File: src/rtl/mf3_pkg.sv
// Shared constants, types and the nine-value median function of the median filter.
// Depends on nothing; used by every module of the block but mf3_ram.
`default_nettype none

package mf3_pkg;

   localparam int MAX_WIDTH  = 1024;
   localparam int ADDR_W     = $clog2(MAX_WIDTH);
   localparam int EFFW_W     = $clog2(MAX_WIDTH + 1);
   localparam int CSUM_W     = EFFW_W + 1;
   localparam int FW_W       = 11;
   localparam int FH_W       = 16;
   localparam int ROW_W      = FH_W + 1;
   localparam int PIX_W      = 32;
   localparam int LUMA_W     = 8;
   localparam int CSR_ADDR_W = 3;
   localparam int CSR_DATA_W = 32;
   localparam int FW_RESET   = 640;
   localparam int FH_RESET   = 480;

   typedef enum logic {
      REG_FRAME_WIDTH  = 1'b0,
      REG_FRAME_HEIGHT = 1'b1
   } reg_sel_type;

   typedef logic [LUMA_W-1:0] luma_type;
   typedef logic [8:0][LUMA_W-1:0] window_type;

   typedef struct packed {
      logic [ADDR_W-1:0] addr;
      logic              live;
      logic              emit;
      logic              interior;
      logic              last;
   } tag_type;

   typedef struct packed {
      logic             valid;
      logic             last;
      logic [PIX_W-1:0] pixel;
   } res_type;

   function automatic luma_type lmin(luma_type a, luma_type b);
      return (a < b) ? a : b;
   endfunction

   function automatic luma_type lmax(luma_type a, luma_type b);
      return (a < b) ? b : a;
   endfunction

   function automatic luma_type med3(luma_type a, luma_type b, luma_type c);
      return lmax(lmin(a, b), lmin(lmax(a, b), c));
   endfunction

   // Each row of three is ordered, then the median is the middle of the largest
   // minimum, the median of medians and the smallest maximum.
   function automatic luma_type median9(window_type w);
      luma_type lo [3];
      luma_type md [3];
      luma_type hi [3];
      for (int r = 0; r < 3; r++) begin
         lo[r] = lmin(lmin(w[3*r], w[3*r+1]), w[3*r+2]);
         hi[r] = lmax(lmax(w[3*r], w[3*r+1]), w[3*r+2]);
         md[r] = med3(w[3*r], w[3*r+1], w[3*r+2]);
      end
      return med3(lmax(lmax(lo[0], lo[1]), lo[2]), med3(md[0], md[1], md[2]),
                  lmin(lmin(hi[0], hi[1]), hi[2]));
   endfunction

endpackage

`default_nettype wire

File: src/rtl/mf3_seq.sv
// Input and output position counters; classifies each accepted item.
// Depends on mf3_pkg.
`default_nettype none

module mf3_seq (
   input  wire logic                       clock,
   input  wire logic                       reset,
   input  wire logic                       restart,
   input  wire logic [mf3_pkg::EFFW_W-1:0] eff_w,
   input  wire logic [mf3_pkg::FH_W-1:0]   eff_h,
   input  wire logic                       fire,
   input  wire logic                       flush,
   output logic                            enter,
   output mf3_pkg::tag_type                tag
);

   logic [mf3_pkg::ADDR_W-1:0] col_ff, col_in;
   logic [mf3_pkg::ROW_W-1:0]  row_ff, row_in;
   logic [mf3_pkg::ADDR_W-1:0] ocol_ff, ocol_in;
   logic [mf3_pkg::FH_W-1:0]   orow_ff, orow_in;
   logic                       complete;
   logic [mf3_pkg::EFFW_W-1:0] col_nx;
   logic [mf3_pkg::EFFW_W-1:0] ocol_nx;
   logic [mf3_pkg::CSUM_W-1:0] ocol_sum;
   logic [mf3_pkg::ROW_W-1:0]  orow_sum;

   assign complete = row_ff >= (mf3_pkg::ROW_W)'(eff_h);
   assign enter    = fire & ~(flush & ~complete);
   assign col_nx   = (mf3_pkg::EFFW_W)'(col_ff) + (mf3_pkg::EFFW_W)'(1);
   assign ocol_nx  = (mf3_pkg::EFFW_W)'(ocol_ff) + (mf3_pkg::EFFW_W)'(1);
   assign ocol_sum = (mf3_pkg::CSUM_W)'(ocol_ff) + (mf3_pkg::CSUM_W)'(2);
   assign orow_sum = (mf3_pkg::ROW_W)'(orow_ff) + (mf3_pkg::ROW_W)'(2);

   always_comb begin
      tag.addr     = col_ff;
      tag.live     = ~complete;
      tag.emit     = (row_ff >= (mf3_pkg::ROW_W)'(2)) ||
                     ((row_ff == (mf3_pkg::ROW_W)'(1)) && (col_ff != '0));
      tag.interior = ~complete && (orow_ff != '0) && (ocol_ff != '0) &&
                     (orow_sum <= (mf3_pkg::ROW_W)'(eff_h)) &&
                     (ocol_sum <= (mf3_pkg::CSUM_W)'(eff_w));
      tag.last     = tag.emit && (orow_ff == eff_h - (mf3_pkg::FH_W)'(1)) &&
                     ((mf3_pkg::EFFW_W)'(ocol_ff) == eff_w - (mf3_pkg::EFFW_W)'(1));
   end

   always_comb begin
      col_in  = col_ff;
      row_in  = row_ff;
      ocol_in = ocol_ff;
      orow_in = orow_ff;
      if (restart) begin
         col_in  = '0;
         row_in  = '0;
         ocol_in = '0;
         orow_in = '0;
      end else if (enter) begin
         if (col_nx >= eff_w) begin
            col_in = '0;
            row_in = row_ff + (mf3_pkg::ROW_W)'(1);
         end else begin
            col_in = col_nx[mf3_pkg::ADDR_W-1:0];
         end
         if (tag.emit) begin
            if (ocol_nx >= eff_w) begin
               ocol_in = '0;
               orow_in = orow_ff + (mf3_pkg::FH_W)'(1);
            end else begin
               ocol_in = ocol_nx[mf3_pkg::ADDR_W-1:0];
            end
         end
         if (tag.last) begin
            col_in  = '0;
            row_in  = '0;
            ocol_in = '0;
            orow_in = '0;
         end
      end
   end

   always_ff @(posedge clock) begin
      if (reset) begin
         col_ff  <= '0;
         row_ff  <= '0;
         ocol_ff <= '0;
         orow_ff <= '0;
      end else begin
         col_ff  <= col_in;
         row_ff  <= row_in;
         ocol_ff <= ocol_in;
         orow_ff <= orow_in;
      end
   end

endmodule

`default_nettype wire

File: config.mk
export PLATFORM = sky130hd
export DESIGN_NAME = mf3_seq
export DESIGN_NICKNAME = d
export VERILOG_FILES = /design/src/rtl/mf3_pkg.sv /design/src/rtl/mf3_seq.sv
export SDC_FILE = /design/constraint.sdc
export NUM_CORES = 1
export LEC_CHECK = 0
export ABC_AREA = 1
export BUFFER_PORTS_ARGS = -buffer_cell sky130_fd_sc_hd__buf_4
export CAP_MARGIN = 25
export CELL_PAD_IN_SITES_DETAIL_PLACEMENT = 1
export CELL_PAD_IN_SITES_GLOBAL_PLACEMENT = 1
export CORE_ASPECT_RATIO = 0.5
export CORE_MARGIN = 2
export CORE_UTILIZATION = 39
export DETAILED_ROUTE_END_ITERATION = 7
export GPL_TIMING_DRIVEN = 0
export PLACE_DENSITY_LB_ADDON = 0.1
export SLEW_MARGIN = 20
export SYNTH_ARGS = -nofsm -noshare
export SYNTH_HDL_FRONTEND = slang
export SYNTH_SLANG_ARGS = --single-unit
File: constraint.sdc
create_clock -name clock -period 2.81 [get_ports clock]
set_input_delay 0.4215 -clock clock [delete_from_list [all_inputs] [get_ports clock]]
set_output_delay 0.4215 -clock clock [all_outputs]
set_load 0.02 [all_outputs]
==> impl_metrics.tcl <==
set metrics [dict create \
    worstSetupPathType "flop to primary output" \
    vias 7156 \
    layout-drive-gt1-share_pct 24.8 \
    die_height_microns 92.4 \
    synth_area_leader_cell "dfxtp_1" \
    overflow 0 \
    antenna_found_initial 0 \
    synth_common_cells "nand2_1 (275), nor2_1 (154), inv_1 (138)" \
    fin_ws_ns -0.363 \
    synthSimpleGateAreaFrac_pct 43.8 \
    clock_latency_ns 0.31 \
    path_cells "clkinvlp_4, nor3_4, nand4_1, xor2_1, ha_1, nand4_1, nor4_1, nand2_1, nand2_1, nand2_1, nor2_1, buf_4" \
    drtIter0Drc 343 \
    finalWeightedCongestion 0.911 \
    power_frac_comb_pct 22.1 \
    synth.distinct_cells 36 \
    synth_area_leaders "dfxtp_1 (17%), nand2_1 (17%), ha_1 (16%)" \
    synth_area_sq_um 6100 \
    clock_sinks 53 \
    swShare_pct 32.2 \
    p_per_area_nw_per_um2 240 \
    pin_count 47 \
    cts_made_buffers 5 \
    fin_nets 1227 \
    synth_top_family_by_area "simple AND/OR/NAND/NOR gates" \
    die_area_sq_um 16700 \
    rows 32 \
    max_freq_mhz 315 \
    fin_crit_sh_pct 113 \
    violations "setup timing" \
    htreeDepth 2 \
    cp_max_fo 6 \
    critPathMostFrequentCell "nand2_1" \
    cpLargestDelayFamily "simple AND/OR/NAND/NOR gates" \
    cp_slowest_cell "dfxtp_2" \
    finClkSkew_ns 0.00797 \
    irDropWorstVdd_mv 0.228 \
    synthAdderAreaFrac_pct 16.0 \
    synth.most_common_cell "nand2_1" \
    synth-xor-area-share_pct 5.60 \
    cts-root-buf "clkbuf_16" \
    die_w_microns 181 \
    rsz0062_at_grt "true" \
    async_flop_share_pct 0 \
    syn_inst 1017 \
    drv_slew 0 \
    postCtsHoldBufs 0 \
    final_hold_viol_count 0 \
    route.detailed.drc 0 \
    wire_per_inst_microns 18.4 \
    crit_buf_inv 2 \
    crit_arrival_ns 2.75 \
    worst_pin_slew_ns 0.897 \
    hp-class "primary input to flop" \
    dp_hpwl_mm 17.5 \
    antennaDiodeCount 0 \
    yosys_warnings 0 \
    ant_nets 0 \
    power.switching_mw 0.628 \
    port-buffer-count 46 \
    slowest_delay_ns 0.44 \
    utilization_pct 53.1 \
    synth_seq_area_share_pct 17.4 \
    cp-end-kind "primary output" \
    cts_tree "yes" \
    areaGrowthSynthToFinish_pct 33.5 \
    post_drt_via_cell_ratio 5.41 \
    synthFlopType "dfxtp_1" \
    synth_seq_cells 53 \
    avgSynthCellArea_sq_um 5.99 \
    grt_max_degree 18 \
    p_leak_nw 3.96 \
    netlist.area_leader.share_pct 17.4 \
    grt_pass1_vias 7053 \
    synth_compound_area_share_pct 6.59 \
    drt-total-wl_mm 24.4 \
    dr.pass1.iters 5 \
    grt_pass1_wl_mm 36.9 \
    max_slew_margin_pct 40.2 \
    core_region_area_sq_um 15300 \
    internal_power_mw 1.32 \
    setup.worst_path.start_class "flop" \
    clkPwrFrac_pct 39.3 \
    maxCapViolCount 0 \
    grt_use_total_pct 27.6 \
    synth_edf_count 0 \
    required_ns 2.39 \
    sequentialPowerShare_pct 38.6 \
    status "finished with violations" \
    clk_pin_slew_worst_paths_ns 0.08 \
    clockBufferDepth 2 \
    yosys-mux-area-fraction_pct 0 \
    power.total_mw 1.95 \
    timing.setup.tns_ns -5.43 \
    start_util_pct 39.8 \
    finalSetupViolCount 48 \
    fin_crit_ns 3.17 \
    syn_nets 1127 \
]
worst reg2reg max path, cell delays in order (launching register included):
cell,delay (ns)
dfxtp_4,0.38
ha_4,0.16
nand2_2,0.09
nor3_4,0.20
xor2_1,0.27
nand2_1,0.10
o21ai_0,0.14
ha_1,0.31
nand2_1,0.08
nor2_1,0.06
nand2_1,0.07
o211ai_1,0.10
a311oi_2,0.31
nand2_4,0.11
buf_12,0.16
buf_8,0.14
nand2_2,0.07
nand2_1,0.08
o22ai_1,0.14
cell usage in the layout (no fill, tap or decap), types with 9 or more instances in the layout:
cell type | synthesis | final
o21ai_1 | 4 | 13
ha_4 | 0 | 9
ha_1 | 78 | 68
nor2_1 | 154 | 139
xor2_1 | 37 | 36
nand2_2 | 1 | 18
inv_1 | 138 | 125
nand3_2 | 6 | 24
o21ai_0 | 23 | 14
a21oi_1 | 37 | 29
nor3_1 | 33 | 18
nand4_1 | 32 | 32
nor2_4 | 3 | 13
dfxtp_2 | 0 | 9
buf_4 | 2 | 85
nor2_2 | 7 | 13
dfxtp_4 | 0 | 12
dfxtp_1 | 53 | 32
nand3_1 | 90 | 63
nand3_4 | 0 | 9
inv_2 | 4 | 11
nand2_1 | 275 | 253
kinds of logic after synthesis:
logic type | count (synthesis)
fa+ha+maj | 78
flops | 53
simple gates | 613
xor+xnor | 39
buf+inv | 159
compound gates | 75
worst paths after layout:
check | startpoint | endpoint | slack [ns] | cells after the start
worst max register to register | ocol_ff[1]$_SDFFE_PP0P_ | orow_ff[1]$_SDFFE_PP0P_ | -0.23 | 18
worst min register to register | orow_ff[0]$_SDFFE_PP0P_ | orow_ff[0]$_SDFFE_PP0P_ | 0.53 | 2
worst max-delay path | orow_ff[7]$_SDFFE_PP0P_ | tag[1] | -0.36 | 12
worst min-delay path | reset | col_ff[9]$_SDFFE_PP0P_ | 0.47 | 4
power by group through the flow:
stage	sequential, mW	combinational [mW]	clock, mW
3_3_place_gp	0.778	0.338	0
4_1_cts	0.752	0.370	0.767
5_1_grt	0.753	0.470	0.801
3_5_place_dp	0.779	0.351	0
2_1_floorplan	0.782	0.202	0
6_report	0.752	0.431	0.767
per-stage QoR:
| stage | cell area (sq um) | worst slack (ns) | std cells | hold slack [ns] |
|---|---|---|---|---|
| global placement | 6710 | -0.423 | 1267 | 0.510 |
| detailed placement | 6710 | -0.562 | 1267 | 0.527 |
| floorplan | 6110 | 0.0594 | 1017 | 0.478 |
| CTS | 7430 | -0.319 | 1302 | 0.463 |
| finish | 8140 | -0.363 | 1322 | 0.470 |
| global route | 8140 | -0.464 | 1322 | 0.512 |
repair_timing:
| item | CTS | global route |
|---|---|---|
| cloned | 2 | 3 |
| setup endpoints to repair | 55 | 56 |
| pin swaps | 32 | 51 |
| gates resized for setup | 102 | 117 |
| setup buffers | 25 | 17 |
area by class of cell:
cell class | count | area [sq um]
Fill cell | 2022 | 7200
Inverter | 144 | 579
Tap cell | 204 | 255
Clock inverter | 3 | 46.3
Sequential cell | 53 | 1120
Clock buffer | 5 | 125
Multi-Input combinational cell | 807 | 5090
Buffer | 15 | 151
Timing Repair Buffer | 91 | 766
state kept, by name (all words and copies together) (netlist names):
register and cells:
row_ff 17, orow_ff 16, col_ff 10, ocol_ff 10
routing by layer:
| metal | track usage, % | up-vias | share of wire, % |
|---|---|---|---|
| li1 | - | 3503 | - |
| met1 | 37.8 | 3495 | 48 |
| met2 | 47.0 | 141 | 47 |
| met3 | 4.21 | 17 | 4.2 |
| met4 | 3.90 | 0 | 0.73 |
| met5 | 0 | - | 0 |
(Power assumes the default switching activity.)
