<file path="config.mk">
export PLATFORM = sky130hd
export DESIGN_NAME = mf3_csr
export DESIGN_NICKNAME = d
export VERILOG_FILES = /design/src/rtl/mf3_pkg.sv /design/src/rtl/mf3_csr.sv
export SDC_FILE = /design/constraint.sdc
export NUM_CORES = 1
export LEC_CHECK = 0
export ABC_AREA = 1
export BUFFER_PORTS_ARGS = -buffer_cell sky130_fd_sc_hd__buf_2
export CORE_MARGIN = 5
export CORE_UTILIZATION = 42
export CTS_CLUSTER_DIAMETER = 30
export DETAILED_ROUTE_END_ITERATION = 6
export PLACE_DENSITY = 0.83
export SETUP_SLACK_MARGIN = 0.02
export SLEW_MARGIN = 20
export SYNTH_ARGS = -nofsm -noshare
export SYNTH_HDL_FRONTEND = slang
export SYNTH_SLANG_ARGS = --single-unit
</file>
<file path="constraint.sdc">
create_clock -name clock -period 1.06 [get_ports clock]
set_input_delay 0.106 -clock clock [delete_from_list [all_inputs] [get_ports clock]]
set_output_delay 0.106 -clock clock [all_outputs]
set_load 0.01 [all_outputs]
</file>
<file path="src/rtl/mf3_pkg.sv">
// Shared constants, types and the nine-value median function of the median filter.
// Depends on nothing; used by every module of the block but mf3_ram.
`default_nettype none

package mf3_pkg;

   localparam int MAX_WIDTH  = 1024;
   localparam int ADDR_W     = $clog2(MAX_WIDTH);
   localparam int EFFW_W     = $clog2(MAX_WIDTH + 1);
   localparam int CSUM_W     = EFFW_W + 1;
   localparam int FW_W       = 11;
   localparam int FH_W       = 16;
   localparam int ROW_W      = FH_W + 1;
   localparam int PIX_W      = 32;
   localparam int LUMA_W     = 8;
   localparam int CSR_ADDR_W = 3;
   localparam int CSR_DATA_W = 32;
   localparam int FW_RESET   = 640;
   localparam int FH_RESET   = 480;

   typedef enum logic {
      REG_FRAME_WIDTH  = 1'b0,
      REG_FRAME_HEIGHT = 1'b1
   } reg_sel_type;

   typedef logic [LUMA_W-1:0] luma_type;
   typedef logic [8:0][LUMA_W-1:0] window_type;

   typedef struct packed {
      logic [ADDR_W-1:0] addr;
      logic              live;
      logic              emit;
      logic              interior;
      logic              last;
   } tag_type;

   typedef struct packed {
      logic             valid;
      logic             last;
      logic [PIX_W-1:0] pixel;
   } res_type;

   function automatic luma_type lmin(luma_type a, luma_type b);
      return (a < b) ? a : b;
   endfunction

   function automatic luma_type lmax(luma_type a, luma_type b);
      return (a < b) ? b : a;
   endfunction

   function automatic luma_type med3(luma_type a, luma_type b, luma_type c);
      return lmax(lmin(a, b), lmin(lmax(a, b), c));
   endfunction

   // Each row of three is ordered, then the median is the middle of the largest
   // minimum, the median of medians and the smallest maximum.
   function automatic luma_type median9(window_type w);
      luma_type lo [3];
      luma_type md [3];
      luma_type hi [3];
      for (int r = 0; r < 3; r++) begin
         lo[r] = lmin(lmin(w[3*r], w[3*r+1]), w[3*r+2]);
         hi[r] = lmax(lmax(w[3*r], w[3*r+1]), w[3*r+2]);
         md[r] = med3(w[3*r], w[3*r+1], w[3*r+2]);
      end
      return med3(lmax(lmax(lo[0], lo[1]), lo[2]), med3(md[0], md[1], md[2]),
                  lmin(lmin(hi[0], hi[1]), hi[2]));
   endfunction

endpackage

`default_nettype wire

</file>
<file path="src/rtl/mf3_csr.sv">
// Frame size registers behind the APB-style port, with the effective sizes.
// Depends on mf3_pkg.
`default_nettype none

module mf3_csr (
   input  wire logic                              clock,
   input  wire logic                              reset,
   input  wire logic                              csr_psel,
   input  wire logic                              csr_penable,
   input  wire logic                              csr_pwrite,
   input  wire logic [mf3_pkg::CSR_ADDR_W-1:0]    csr_paddr,
   input  wire logic [mf3_pkg::CSR_DATA_W-1:0]    csr_pwdata,
   output logic      [mf3_pkg::CSR_DATA_W-1:0]    csr_prdata,
   output logic                                   csr_pready,
   output logic      [mf3_pkg::EFFW_W-1:0]        eff_w,
   output logic      [mf3_pkg::FH_W-1:0]          eff_h,
   output logic                                   restart
);

   logic [mf3_pkg::FW_W-1:0] fw_ff, fw_in;
   logic [mf3_pkg::FH_W-1:0] fh_ff, fh_in;
   logic                     wr_strobe;
   mf3_pkg::reg_sel_type     sel;

   assign csr_pready = 1'b1;
   assign wr_strobe  = csr_psel & csr_penable & csr_pwrite & csr_pready;
   assign sel        = mf3_pkg::reg_sel_type'(csr_paddr[2]);
   assign restart    = wr_strobe;

   always_comb begin
      fw_in = fw_ff;
      fh_in = fh_ff;
      if (wr_strobe) begin
         unique case (sel)
            mf3_pkg::REG_FRAME_WIDTH: begin
               fw_in = csr_pwdata[mf3_pkg::FW_W-1:0];
            end
            mf3_pkg::REG_FRAME_HEIGHT: begin
               fh_in = csr_pwdata[mf3_pkg::FH_W-1:0];
            end
            default: begin
               fw_in = fw_ff;
            end
         endcase
      end
   end

   always_comb begin
      unique case (sel)
         mf3_pkg::REG_FRAME_WIDTH: begin
            csr_prdata = (mf3_pkg::CSR_DATA_W)'(fw_ff);
         end
         mf3_pkg::REG_FRAME_HEIGHT: begin
            csr_prdata = (mf3_pkg::CSR_DATA_W)'(fh_ff);
         end
         default: begin
            csr_prdata = '0;
         end
      endcase
   end

   // A width of zero acts as one, and a width beyond the line stores as their depth.
   always_comb begin
      if (fw_ff == '0) begin
         eff_w = (mf3_pkg::EFFW_W)'(1);
      end else if (int'(fw_ff) > mf3_pkg::MAX_WIDTH) begin
         eff_w = (mf3_pkg::EFFW_W)'(mf3_pkg::MAX_WIDTH);
      end else begin
         eff_w = (mf3_pkg::EFFW_W)'(fw_ff);
      end
      eff_h = (fh_ff == '0) ? (mf3_pkg::FH_W)'(1) : fh_ff;
   end

   always_ff @(posedge clock) begin
      if (reset) begin
         fw_ff <= (mf3_pkg::FW_W)'(mf3_pkg::FW_RESET);
         fh_ff <= (mf3_pkg::FH_W)'(mf3_pkg::FH_RESET);
      end else begin
         fw_ff <= fw_in;
         fh_ff <= fh_in;
      end
   end

endmodule

`default_nettype wire

</file>
==> results.toml, run 1 <==
[run_status]
status = "finished, violations left"
violations = "negative setup slack"

[die]
row_count = 22
die_y_um = 70.4
die_area_sq_um = 4960
start_util_pct = 42.5
die_w_um = 70.4
core_sq_um = 3610
io_pins = 101

[worst_setup_path]
crit-reg2reg-capture = "fh_ff[9]"
startpoint_type = "flop"
r2r-start = "fh_ff[9]"
reg2regPathDepth = 5
cp_data_arrival_time_ns = 1.39
worst-setup-path-type = "reg -> out"
crit_path_end = "eff_w[8]"
cp-startpoint = "fw_ff[0]"
critPathRequiredTime_ns = 0.95
cp_max_fo = 6
r2r_slack_ns = 0.10
cp-end-kind = "output port"

[routing]
wl_met3_um = 351
dr.pass1.iters = 4
via_per_inst = 4.81
wl_met1_mm = 1.92
antenna_left = 0
route.met2.wl_mm = 2.70
top_layer = "met4"
drc = 0
vias = 1730
routed_wl_mm = 5.12
first_iter_violations = 89
wl_per_cell_um = 14.2

[clock_network]
clk_pin_slew_worst_paths_ns = 0.09
cts_sinks = 27
cts_tree = "done"
cts_hold_buf = 0
clockBufferDepth = 2
numCtsBuffers = 3
clock_latency_ns = 0.26
cts-htree-levels = 1
root_buffer = "clkbuf_8"

[sta]
setup_tns_ns = -4.65
finalMaxSlewViolations = 0
max_freq_ghz = 0.667
layout_setup_ws_ns = -0.439
setup_violations = 22
skew_ns = 0
fin_crit_ns = 1.50
rsz0062_at_grt = "yes"
hold_viol = 0
min_period_over_period_pct = 141

[finish]
drive_above_1_share_pct = 55.4
layout.nets = 353
antenna_cells = 0
stdcell_count = 360
area_delta_synth_final_pct = 47.5
post-route-util_pct = 62.7

[synthesis]
ys_ff_latch = 27
synth.area.top_cells = "dfxtp_1 (35%), nor2_1 (15%), o21ai_0 (9.1%)"
yosysWarnings = 0
syn_inst = 236
synth.top_cell.area_share_pct = 35.3
ys_seq_area_share_pct = 35.3
netlist.top_cell.by_area = "dfxtp_1"
synthesis.area_sq_um = 1530
synth.distinct_cells = 19
synth.avg_cell_area_sq_um = 6.49

[grt]
grt_usage_pct = 17.2
grt_pass1_wl_mm = 7.01
gr-total-overflow = 0
grt_pass1_vias = 1504
grt_max_degree = 17
antenna_found_initial = 0

[placement]
dp_cells = 344
gp_congestion = 0.886
detailed_place_hpwl_mm = 3.27
place.port_buffers = 65
preCtsSetupSlack_ns = -0.114

[pwr]
power_density_nw_per_um2 = 952
max-vdd-ir-drop_mv = 0.596
p_leak_nw = 1.22
finalPower_mw = 2.15

[worst_hold_path]
min_path_type = "in -> reg"

[job]
drv_cap = 0
cell usage after synthesis (all sizes together):
cell     n
nor2    69
o21ai   34
dfxtp   27
inv     21
conb     2
nand2   33
clkbuf  19
buf     22
a21oi    2
nand3    7
placed cells by master, fill, tap and decap left out, drive strengths merged:
cell type	synthesis	final
buf	22	98
nor2	69	69
o21ai	34	34
nand2	33	33
dfxtp	27	27
inv	21	21
conb	2	17
nand3	7	7
clkbuf	19	4
a21oi	2	2
worst max-delay path, cell delays in order, from the launching register on:
cell and delay, ns:
dfxtp_2 0.34, nor2_2 0.12, nand3_1 0.10, nor2_2 0.12
nor2_2 0.07, buf_6 0.15, nor2_4 0.10, buf_6 0.11
final cells by class:
class	instances	area, sq um
fill	291	1350
multi-input combinational	162	818
timing repair buffer	98	669
sequential	27	572
inverter	21	96.3
tap	48	60.1
clock buffer	4	45.0
what timing repair did:
action	in CTS	in global routing
buffers inserted	11	6
hold endpoints to repair	0	0
endpoints found under the setup margin	22	25
pin swaps	16	15
cloned	0	0
gates resized for setup	60	46
through the flow:
| step | hold WS [ns] | area, sq um |
|---|---|---|
| after floorplan | 0.206 | 1590 |
| after global placement | 0.328 | 1880 |
| after detailed placement | 0.335 | 1880 |
| after CTS | 0.0574 | 2100 |
| after global routing | 0.0675 | 2260 |
| final | 0.0634 | 2260 |
logic make-up after synthesis:
group                  Yosys count  synth area share [%]
buffers and inverters           62                  21.7
flip-flops                      27                  35.3
other                            2                 0.490
AO/OA/AOI/OAI                   36                  11.8
AND/OR/NAND/NOR                109                  30.8
where the power goes:
part	internal, mW	switching [mW]	total, mW
sequential	1.06	0.0290	1.08
clock	0.268	0.295	0.563
combinational	0.213	0.290	0.504
total	1.54	0.614	2.15
worst min-delay path by stage:
stage	from	end	slack (ns)	depth (start not counted)
6_report	csr_pwdata[14]	fh_ff[14]	0.06	3
3_3_place_gp	csr_pwdata[13]	fh_ff[13]	0.33	3
4_1_cts	csr_pwdata[12]	fh_ff[12]	0.06	3
5_1_grt	csr_pwdata[15]	fh_ff[15]	0.07	3
3_5_place_dp	csr_pwdata[12]	fh_ff[12]	0.33	3
2_1_floorplan	reset	fw_ff[7]	0.21	2
registers in the layout (all words and copies together) (netlist names):
| name | count |
|---|---|
| fw_ff | 11 |
| fh_ff | 16 |
per-layer routing:
metal	vias up	track usage (%)
met5	-	0
met4	0	6.81
met3	14	1.44
met2	83	30.0
met1	800	21.5
li1	833	-
Power figures use the tool's default switching activity.
==> run 2, diff against run 1 <==
Settings changed: ABC_AREA 1 to default, CORE_MARGIN 5 to default, CORE_UTILIZATION 42 to 43.
==> run 2 against run 1 <==
The flow still finishes with violations (negative setup slack). Design area rose by 13%. Largest cell class unchanged. Fmax rose by 8.5%. Largest power group unchanged. Clock-buffer cell count fell by 1.
==> results.toml, run 2 <==
[worst_setup_path]
r2r-start = "fh_ff[8]"
crit_path_end = "eff_h[0]"
cp-startpoint = "fh_ff[13]"
cp_data_arrival_time_ns = 1.28
critPathTopFamily = "flip-flops"
crit-reg2reg-capture = "fh_ff[8]"
cp_max_fo = 2
reg2regPathDepth = 4
cpPeakStageDelay_ns = 0.34
cpMaxStageDelayCell = "dfxtp_2"
cp-end-kind = "output port"
cp_cell_sequence = "nor4_4 -> a41o_1 -> buf_2"
worst-setup-path-type = "reg -> out"
r2r_slack_ns = 0.20
path_buf_inv = 1
crit_cells = 3
startpoint_type = "flop"
critPathRequiredTime_ns = 0.95

[finish]
top_register = "fh_ff"
fin_area_sq_um = 2560
largestRegisters = "fh_ff: 16 flops, fw_ff: 11 flops"
n_fill_cell = 295
layout.nets = 301
drive_above_1_share_pct = 57.3
largest_reg_flops = 16
antenna_cells = 0
layout_common_cells = "buf_2 (46), buf_6 (42), nand2b_1 (36)"
area_delta_synth_final_pct = 53.5
final_common_cell = "buf_2"

[die]
die_area_sq_um = 4140
core_sq_um = 3690
start_util_pct = 45.3
io_pins = 101
row_count = 22
die_y_um = 64.3
die_w_um = 64.3

[synthesis]
synth.avg_cell_area_sq_um = 8.93
ys_async_sr_fraction_pct = 0
syn_inst = 187
synth-edff-count = 0
synth.most_common_cell = "nand2b_1"
synth.top_cell.area_share_pct = 32.4
synth.distinct_cells = 24
synth_ff_type = "dfxtp_1"
synthesis.area_sq_um = 1670
ys_seq_area_share_pct = 32.4
ys_top_cells_by_count = "nand2b_1 (36), dfxtp_1 (27), mux2i_1 (27)"
synth.area.top_cells = "dfxtp_1 (32%), mux2i_1 (16%), nand2b_1 (13%)"
yosysWarnings = 0
netlist.top_cell.by_area = "dfxtp_1"
ys_ff_latch = 27

[grt]
grt_pass1_vias = 1357
grt_pass1_wl_mm = 6.43
grt_usage_pct = 20.2
gr-total-overflow = 0
grt_max_degree = 48
antenna_found_initial = 0

[clock_network]
cts_sinks = 27
cts_hold_buf = 0
clk_pin_slew_worst_paths_ns = 0.09
numCtsBuffers = 3
cts_tree = "done"
clock_latency_ns = 0.27
clockBufferDepth = 2
cts-htree-levels = 1
root_buffer = "clkbuf_8"

[routing]
via_per_inst = 4.70
drc = 0
routed_wl_mm = 4.18
vias = 1448
wl_per_cell_um = 13.6
first_iter_violations = 24
dr.pass1.iters = 4
antenna_left = 0

[pwr]
power_density_nw_per_um2 = 812
max-vdd-ir-drop_mv = 0.822
p_leak_nw = 1.24
finalPower_mw = 2.08

[run_status]
status = "finished, violations left"
violations = "negative setup slack"

[placement]
preCtsSetupSlack_ns = -0.102
placed_area_sq_um = 2070
gp_congestion = 0.752
place.port_buffers = 65
detailed_place_hpwl_mm = 2.69

[sta]
setup_tns_ns = -3.77
layout_setup_ws_ns = -0.323
rsz0062_at_grt = "yes"
min_period_over_period_pct = 130
worst_pin_slew_ns = 0.620
hold_viol = 0
max_freq_ghz = 0.723
skew_ns = 0
timing.hold.ws_ns = 0.0888
finalMaxSlewViolations = 0
setup_violations = 27
fin_crit_ns = 1.38
slew_headroom_pct = 58.7

[job]
drv_cap = 0

[worst_hold_path]
min_from = "csr_pwdata[14]"
min_path_type = "in -> reg"
run 2: changes by cell type in the layout (fill, tap and decap cells not counted), moves of 10 or more:
cell	change
nand2b_1	+36
nor2_1	-36
mux2i_1	+27
nand2_1	-27
buf_6	+21
o21ai_0	-17
buf_4	-14
nor2_2	-13
buf_2	-12
mux2_4	+10
run 2: worst min path at each step:
stage / end / slack [ns] / cells after the start
after global routing: fh_ff[11] / 0.1 / 3
after CTS: fh_ff[11] / 0.07 / 3
after global placement: fw_ff[7] / 0.37 / 3
after floorplan: fh_ff[11] / 0.26 / 2
final: fh_ff[14] / 0.09 / 3
after detailed placement: fw_ff[7] / 0.38 / 3
run 2: through the flow:
| step | cells | utilization [%] |
|---|---|---|
| after floorplan | 202 | - |
| after global placement | 297 | 56.2 |
| after detailed placement | 297 | 56.2 |
| after CTS | 305 | 66.2 |
| after global routing | 308 | 69.5 |
| final | 308 | 69.5 |
run 2: layout make-up:
cell class	count	area, sq um	area share, %
flip-flops and latches	27	577	22.5
well taps	48	60.1	2.34
inverters	1	3.75	0.146
clock inverters	1	5.00	0.195
multi-input cells	130	1030	40.3
clock buffers	3	41.3	1.61
repair buffers	98	843	32.9
run 2: layer usage:
metal	GRT usage (%)	vias to the layer above	routed length (um)
met3	4.64	8	254
li1	-	713	-
met2	35.8	63	2060
met5	0	-	0
met4	5.56	0	78
met1	24.0	664	1790
run 2: timing repair:
action / in CTS / in global routing
setup endpoints to repair: 27 / 30
cloned: 1 / 0
hold endpoints to repair: 0 / 0
pin swaps: 5 / 4
resized for setup: 74 / 23
buffers inserted: 3 / 5
run 2: power breakdown:
group / switching [mW] / total [mW] / internal (mW) / leakage, nW
registers: 0.0244 / 1.06 / 1.03 / 0.226
clock network: 0.315 / 0.578 / 0.263 / 0.0255
logic: 0.202 / 0.447 / 0.245 / 0.984
run 2: kinds of logic after synthesis:
logic type / Yosys count / share of synthesized area [%]
buf+inv: 45 / 16.4
flops: 27 / 32.4
simple gates: 73 / 26.4
compound gates: 3 / 1.50
other cells: 2 / 0.450
mux: 37 / 22.9
run 2: worst register-to-register path: cells and delay by family, from the launching register on:
kind	cells	cell delay (ns)
AND/OR/NAND/NOR	1	0.10
buffers and inverters	2	0.22
flip-flops	1	0.34
multiplexers	1	0.09
==> run 3, diff against run 2 <==
Settings changed: RECOVER_POWER from default to 25.
==> run 3 against run 2 <==
Fmax grew 0.35%. Non-clock buffer count is the same. Clock skew unchanged. Highest routed layer unchanged. Largest cell class unchanged. Sequential power hardly changed. Clock-buffer cell count unchanged. Clock power barely moved. Register-to-register slack hardly changed. The run still ends with negative setup slack left.
==> results.toml, run 3 (same netlist as run 2, synthesis figures left out) <==
[sta]
slew_headroom_pct = 53.7
setup_violations = 27
min_period_over_period_pct = 130
skew_ns = 0
rsz0062_at_grt = "yes"
setup_tns_ns = -3.77
finalMaxSlewViolations = 0
worst_pin_slew_ns = 0.694
timing.hold.ws_ns = 0.0885
fin_crit_ns = 1.38
hold_viol = 0
layout_setup_ws_ns = -0.318
max_freq_ghz = 0.726

[clock_network]
cts_sinks = 27
cts_tree = "done"
numCtsBuffers = 3
root_buffer = "clkbuf_8"
clk_pin_slew_worst_paths_ns = 0.09
clockBufferDepth = 2
cts_hold_buf = 0
clock_latency_ns = 0.27
cts-htree-levels = 1

[placement]
placed_area_sq_um = 2070
detailed_place_hpwl_mm = 2.69
gp_congestion = 0.752
place.port_buffers = 65

[finish]
n_fill_cell = 298
antenna_cells = 0
layout_common_cells = "buf_2 (43), buf_6 (42), nand2b_1 (36)"
largestRegisters = "fh_ff: 16 flops, fw_ff: 11 flops"
top_register = "fh_ff"
fin_area_sq_um = 2540
largest_reg_flops = 16
layout.nets = 301
final_common_cell = "buf_2"
drive_above_1_share_pct = 56.2
area_delta_synth_final_pct = 52.3

[grt]
grt_pass1_wl_mm = 6.43
antenna_found_initial = 0
grt_pass1_vias = 1357
grt_max_degree = 48
gr-total-overflow = 0
grt_usage_pct = 20.2

[worst_setup_path]
cp-end-kind = "output port"
worst-setup-path-type = "reg -> out"
startpoint_type = "flop"
critPathRequiredTime_ns = 0.95
cp_max_fo = 2
cp_data_arrival_time_ns = 1.27
reg2regPathDepth = 4

[pwr]
finalPower_mw = 2.08
power_density_nw_per_um2 = 817
p_leak_nw = 1.22
max-vdd-ir-drop_mv = 0.825

[routing]
vias = 1444
via_per_inst = 4.69
drc = 0
wl_per_cell_um = 13.6
first_iter_violations = 22
antenna_left = 0
dr.pass1.iters = 4
routed_wl_mm = 4.18

[die]
die_y_um = 64.3
start_util_pct = 45.3
core_sq_um = 3690
row_count = 22
die_w_um = 64.3
die_area_sq_um = 4140
io_pins = 101

[worst_hold_path]
hold_depth = 3
min_path_type = "in -> reg"

[run_status]
violations = "negative setup slack"
status = "finished, violations left"

[job]
drv_cap = 0
run 3: cell types whose count changed in the layout (fill, tap and decap cells not counted), sizes merged:
cell / before / now
buf: 98 / 94
clkbuf: 3 / 7
run 3: path summary, 6_finish.rpt:
check	end	slack [ns]	startpoint
setup / recovery	eff_h[0]	-0.32	fh_ff[13]
hold / removal	fh_ff[15]	0.09	csr_pwdata[15]
setup reg to reg	fh_ff[8]	0.19	fh_ff[8]
hold reg to reg	fw_ff[0]	0.50	fw_ff[0]
run 3: layout make-up:
cell class | instances | area [sq um] | share of cell area, %
Timing Repair Buffer | 98 | 826 | 32.5
Clock inverter | 1 | 5.00 | 0.197
Multi-Input combinational cell | 130 | 1030 | 40.5
Clock buffer | 3 | 41.3 | 1.62
Inverter | 1 | 3.75 | 0.148
Tap cell | 48 | 60.1 | 2.36
Sequential cell | 27 | 577 | 22.7
run 3: where the power goes:
part / switching, mW / internal [mW] / total (mW)
Combinational: 0.201 / 0.240 / 0.441
Sequential: 0.0244 / 1.03 / 1.06
Clock: 0.316 / 0.263 / 0.580
Total: 0.541 / 1.54 / 2.08
run 3: what timing repair did:
item,4_1_cts,5_1_grt
gates resized for setup,74,23
pin swaps,5,4
setup endpoints to repair,27,30
buffers inserted,3,5
cloned,1,0
run 3: worst max-delay path, cell delays in order, from the launching register on:
cell	delay, ns
dfxtp_2	0.34
nor4_4	0.31
a41o_1	0.21
buf_2	0.13
run 3: metal layers:
metal,vias up,routed length (um),global-route usage (%)
li1,714,-,-
met1,661,1810,24.0
met2,61,2060,35.8
met3,8,233,4.64
met4,0,72,5.56
met5,-,0,0
run 3: per-stage QoR:
stage                     util [%]  instances  worst slack, ns
after floorplan                  -        202           0.0261
after global placement        56.2        297          -0.0788
after detailed placement      56.2        297           -0.102
after CTS                     66.2        305           -0.297
after global routing          69.0        308           -0.365
final                         69.0        308           -0.318
